--- config.mk ---
export PLATFORM = sky130hd
export DESIGN_NAME = ecef_cordic_stage
export DESIGN_NICKNAME = d
export VERILOG_FILES = /design/src/ecef_pkg.sv /design/src/ecef_cordic_stage.sv
export SDC_FILE = /design/constraint.sdc
export NUM_CORES = 1
export LEC_CHECK = 0
export BUFFER_PORTS_ARGS = -buffer_cell sky130_fd_sc_hd__buf_4
export CAP_MARGIN = 20
export CORE_ASPECT_RATIO = 1.1
export CORE_MARGIN = 2
export CORE_UTILIZATION = 35
export DETAILED_ROUTE_END_ITERATION = 7
export SETUP_SLACK_MARGIN = 0.1
export SLEW_MARGIN = 25
export SYNTH_ARGS = -nofsm -noshare
export SYNTH_HDL_FRONTEND = slang
export SYNTH_SLANG_ARGS = --single-unit
--- constraint.sdc ---
create_clock -name clk -period 0.85 [get_ports clk]
set_input_delay 0.17 -clock clk [delete_from_list [all_inputs] [get_ports clk]]
set_output_delay 0.17 -clock clk [all_outputs]
set_load 0.05 [all_outputs]
--- src/ecef_pkg.sv ---
// Package for the ECEF to latitude/longitude converter.
// Holds the CORDIC arctangent function, fixed-point constants and the stage word type.
// No dependencies.
`default_nettype none
package ecef_pkg;

	localparam int COORD_BITS = 28;
	localparam int ANG_W = 64;
	localparam int VEC_W = 64;
	localparam logic signed [ANG_W-1:0] PI4_Q60 = 64'sh0C90FDAA22168C23;
	localparam logic [33:0] GAIN_Q32 = 34'd7072781453;
	localparam logic signed [63:0] DEG_SCALE_Q4 = 64'sd916732472;
	localparam logic signed [63:0] LAT_LIMIT = 64'sd90000000;
	localparam logic signed [63:0] LON_LIMIT = 64'sd180000000;

	function automatic logic signed [ANG_W-1:0] atan_pow2(input int i);
		logic signed [ANG_W-1:0] sum;
		int e;
		logic [63:0] term;
		sum = '0;
		if (i == 0) begin
			return PI4_Q60;
		end
		for (int k = 0; k < 31; k++) begin
			e = i * (2 * k + 1);
			if (e <= 60) begin
				term = (64'd1 << (60 - e)) / 64'(2 * k + 1);
				if (k % 2 == 1) begin
					sum = sum - $signed(term);
				end else begin
					sum = sum + $signed(term);
				end
			end
		end
		return sum;
	endfunction

	typedef struct packed {
		logic signed [VEC_W-1:0] x;
		logic signed [VEC_W-1:0] y;
		logic signed [ANG_W-1:0] ang;
		logic signed [VEC_W-1:0] z;
		logic                    fix;
	} cordic_word_t;

endpackage
`default_nettype wire

--- src/ecef_cordic_stage.sv ---
// One registered CORDIC vectoring micro-rotation.
// Depends on ecef_pkg.
`default_nettype none
module ecef_cordic_stage #(
	parameter int SHIFT = 0
) (
	input  wire logic                  clk,
	input  wire logic                  arst_n,
	input  wire logic                  en,
	input  wire logic                  in_valid,
	input  wire ecef_pkg::cordic_word_t in_word,
	output logic                       out_valid_s1,
	output ecef_pkg::cordic_word_t     out_word_s1
);
	import ecef_pkg::*;

	localparam logic signed [ANG_W-1:0] ATAN = atan_pow2(SHIFT);
	cordic_word_t nxt;

	always_comb begin
		nxt = in_word;
		if (in_word.y >= 0) begin
			nxt.x = in_word.x + (in_word.y >>> SHIFT);
			nxt.y = in_word.y - (in_word.x >>> SHIFT);
			nxt.ang = in_word.ang + ATAN;
		end else begin
			nxt.x = in_word.x - (in_word.y >>> SHIFT);
			nxt.y = in_word.y + (in_word.x >>> SHIFT);
			nxt.ang = in_word.ang - ATAN;
		end
	end

	always_ff @(posedge clk or negedge arst_n) begin
		if (!arst_n) begin
			out_valid_s1 <= 1'b0;
		end else if (en) begin
			out_valid_s1 <= in_valid;
		end
	end

	always_ff @(posedge clk) begin
		if (en) begin
			out_word_s1 <= nxt;
		end
	end
endmodule
`default_nettype wire

* After elaboration in Yosys (flattened, before gate mapping)
Cells that the tools add are included.
Widths: inputs -> output; s select.
** Word-level totals
- Bits in registers :: 258
- Output and inout bits :: 258
- Word-level logic and storage cells :: 13
- Input port bits :: 261
** Cells by class
- Add/sub/neg operators :: 5
- Mux-type cells :: 1
- Magnitude comparators :: 1
** Operators by type and width (number)
- $mux 192 :: 1
- $sub 64x64->64 :: 2
- $add 64x61->64 const B :: 1
- $add 64x64->64 :: 1
- $ge 64x1->1 const B :: 1
- $sub 64x61->64 const B :: 1

* Longest topological paths before layout
- Word-level depth :: 2
- Depth in mapped cells :: 23

* Worst setup path before layout
Ideal clock, no wire load.
- Path kind :: input port to flip-flop
- Start :: in in_word[192] in the netlist's numbering
- End :: reg out_word_s1[126] in the netlist's numbering, data pin
- Arrival time :: 5138 ps
- Path buffers :: 9
- Slack :: -4551 ps
- Stages :: 22
- Cell sequence :: buf_4 > inv_2 > buf_2 > buf_2 > buf_2 > buf_1 > buf_2 > clkbuf_1 > clkbuf_1 > ha_1 > clkbuf_1 > a22oi_1 > nor2_1 > o22a_1 > o31ai_2 > nand2_1 > or3b_4 > a2111o_1 > a31oi_2 > o31a_4 > o41ai_2 > xnor2_1
** RTL lines
- start: declaration :: line ecef_cordic_stage.sv:11 : input wire ecef_pkg::cordic_word_t in_word,
- end signal: assignment :: line ecef_cordic_stage.sv:43 : out_word_s1 <= nxt;
- end: declaration :: line ecef_cordic_stage.sv:13 : output ecef_pkg::cordic_word_t out_word_s1

==> results.cfg <==
[cts]
insertion_delay_ns = 0.60
cts_made_buffers = 31
path_clk_slew_ns = 0.06
cts_buffer_depth = 3
cts_tree = done
cts_max_level = 1
root_buffer = clkbuf_16
cts_hold_buf = 74
cts_sinks = 257

[min_path]
whs_path_depth = 2
hold_path_class = in -> reg
holdPathEnd = out_word_s1[66]$_DFFE_PP_
holdCritStartpoint = in_word[65]

[job]
maxCapViolations = 0

[worst_setup_path]
crit_chain = buf_12 > inv_12 > ha_4 > fa_2 > and4b_1 > a2111o_1 > a21oi_2 > o211ai_1 > a221oi_2 > buf_4 > buf_6 > a31o_4 > or3_4 > a21oi_2 > o22ai_2 > xnor2_1 > buf_4
regToRegEndpoint = out_valid_s1$_DFFE_PN0P_
cp_data_required_time_ns = 1.21
reg2reg_from = out_valid_s1$_DFFE_PN0P_
ff2ff_path_depth = 1
regToRegSetupSlack_ns = 0.06
worstPathArrival_ns = 3.21
critPathLaunchType = input port
max_stage_delay_ns = 0.42
end_kind = register
crit_fanout = 5
crit_path_top_delay_cell = or3_4
crit_type = in -> reg

[timing]
fmax_mhz = 351
finalSetupViolCount = 445
maxSlewHeadroom_pct = 47.6
final.period_utilization_pct = 335
fin_crit_ns = 2.85
grt_setup_unrepaired = true
fin_skew_ns = 0
holdWs_ns = -0.0366
hold_viol_final = 1
setup_ws_ns = -2.00
maxSlewViolCount = 0
worstMarginPinSlew_ns = 0.779

[synth]
ys_top_cells_by_count = a21oi_1 (351), edfxtp_1 (256), inv_1 (219)
netlist_area_um2 = 23900
synthCells = 2776
synth.top_cell.area_share_pct = 32.2
syn_avg_cell_area_um2 = 8.59
synth_edf_count = 256
async_flop_share_pct = 0.389
synth.distinct_cells = 105
yosysSeqAreaShare_pct = 32.3
ys.flop_type = edfxtp_1
synth_seq_cells = 257
synth_warnings = 0
syn_nets = 3252
synthMostInstantiatedCell = a21oi_1
synth_area_leader_cell = edfxtp_1
synth_area_leaders = edfxtp_1 (32%), ha_1 (11%), a21oi_1 (7.4%), xnor2_1 (6.8%), o21ai_0 (3.7%)

[detailed_routing]
drtIter0Drc = 2355
ant_nets = 0
vias = 29000
avgViaCountPerCell = 5.41
drt_pass1_iterations = 7
wl_per_cell_um = 20.8
routed_wl_um = 112000
route.detailed.drc = 0

[global_route]
grt_overflow = 0
met2_usage_pct = 51.3
grt_first_pass_wirelength_um = 158000
track_usage_pct = 28.7
grt_max_degree = 55
top_usage_layer = met2
grt_util_met3_pct = 3.91
grtUsageMet1_pct = 34.6
grt_pass1_vias = 28600
antenna_found_initial = 7

[pwr]
swShare_pct = 39.6
sequentialPowerShare_pct = 25.6
vdd_drop_max_mv = 1.48
p_sw_mw = 27.3
internal-power_mw = 41.6
clkPwrFrac_pct = 21.1
cellLeakagePower_nw = 20.1
power.density_nw_per_um2 = 1530
combPwrFrac_pct = 53.3

[place]
routabilityCongestion = 0.982
io_buffers = 518
place_area_um2 = 37400
hpwlAfterDp_um = 82800

[run_status]
outcome = finished, violations left
violations = hold timing, setup timing

[floorplanning]
fp.dieH_um = 278
rows = 100
fp.coreArea_um2 = 67600
fp.dieW_um = 253
ios = 519
dieArea_um2 = 70300
start_util_pct = 35.3

[finish]
area_growth_pct = 88.9
fin_area_um2 = 45100
fin_nets = 4936
final_util_pct = 66.7
drive_above_1_share_pct = 52.7
==> cell families (layout without fill, tap and decap cells) <==
logic type,after synthesis,after routing,synth area share [%]
AOI/OAI and AO/OA,977,977,26.0
xor gates and xnor gates,220,220,8.11
adders and majority gates,221,221,11.6
buffers and inverters,386,2095,6.42
DFF,257,257,32.3
muxes,28,28,1.19
other,0,2,0
and+or+nand+nor,687,687,14.3
==> sequential cells by signal (all words and copies together) (netlist names) <==
register,flops
out_word_s1,256
out_valid_s1,1
==> routing by layer <==
metal | wire length [um] | up-vias
li1 | - | 13500
met5 | 52 | -
met3 | 8180 | 336
met4 | 5670 | 8
met1 | 42200 | 13800
met2 | 55500 | 1326
==> power groups by stage <==
stage	Sequential (mW)	Combinational [mW]	Clock (mW)
2_1_floorplan	23.6	10.3	0
3_3_place_gp	17.5	30.0	0
3_5_place_dp	17.4	30.1	0
4_1_cts	17.2	33.0	14.8
5_1_grt	17.8	38.4	15.3
6_report	17.6	36.7	14.5
==> area by class of cell <==
type	instances	area [um2]
clock inverters	21	297
clock buffers	37	798
well taps	867	1080
diodes	2	5.00
repair inverters	1	8.76
inverters	226	935
fillers	5181	22500
flip-flops and latches	257	7710
repair buffers	1810	15900
multi-input cells	2133	18300
==> how the worst max path moves through the flow <==
| stage | cells after the start | slack (ns) | from | to |
|---|---|---|---|---|
| floorplan | 22 | -3.13 | in_word[192] | out_word_s1[127]$_DFFE_PP_ |
| global placement | 16 | -2.68 | in_word[129] | out_word_s1[187]$_DFFE_PP_ |
| detailed placement | 16 | -2.72 | in_word[129] | out_word_s1[187]$_DFFE_PP_ |
| CTS | 15 | -1.91 | in_word[225] | out_word_s1[192]$_DFFE_PP_ |
| global route | 17 | -2.05 | in_word[129] | out_word_s1[175]$_DFFE_PP_ |
| finish | 17 | -2.00 | in_word[129] | out_word_s1[175]$_DFFE_PP_ |
==> cell usage in the layout, fill, tap and decap left out, types with 52 or more instances in the layout <==
master and n:
a21o_1 53, a21oi_1 267, a21oi_2 67, buf_4 1271
buf_6 416, dlygate4sd3_1 74, edfxtp_1 256, ha_1 167
inv_1 191, nand2_1 147, nor2_1 163, o21ai_0 86
o21ai_2 52, o21bai_1 67, xnor2_1 136
==> repair_timing <==
action                                  in CTS  in global routing
setup buffers                               80                 87
cloned                                       4                  1
pin swaps                                  234                240
endpoints found under the setup margin     446                447
resized for setup                          451                598
hold endpoints to repair                    75                  1
==> worst max-delay path: cells and delay by family <==
family	cells	cell delay, ns
XOR/XNOR	1	0.16
AND/OR/NAND/NOR	2	0.71
AO/OA/AOI/OAI	7	1.08
adder cells (fa/ha/maj)	2	0.50
buffers and inverters	5	0.58
==> through the flow <==
step | instances | power [mW] | setup WS [ns] | TNS (ns) | hold WS (ns)
after floorplan | 2776 | 33.9 | -3.13 | -342.37 | -0.126
after global placement | 5081 | 47.4 | -2.68 | -405.82 | -0.0543
after detailed placement | 5081 | 47.6 | -2.72 | -409.93 | -0.0528
after CTS | 5288 | 65.0 | -1.91 | -376.13 | -0.0576
after global routing | 5353 | 71.4 | -2.05 | -415.57 | -0.0640
final | 5354 | 68.9 | -2.00 | -396.45 | -0.0366
Note: power is estimated with default switching activity, not from simulation.
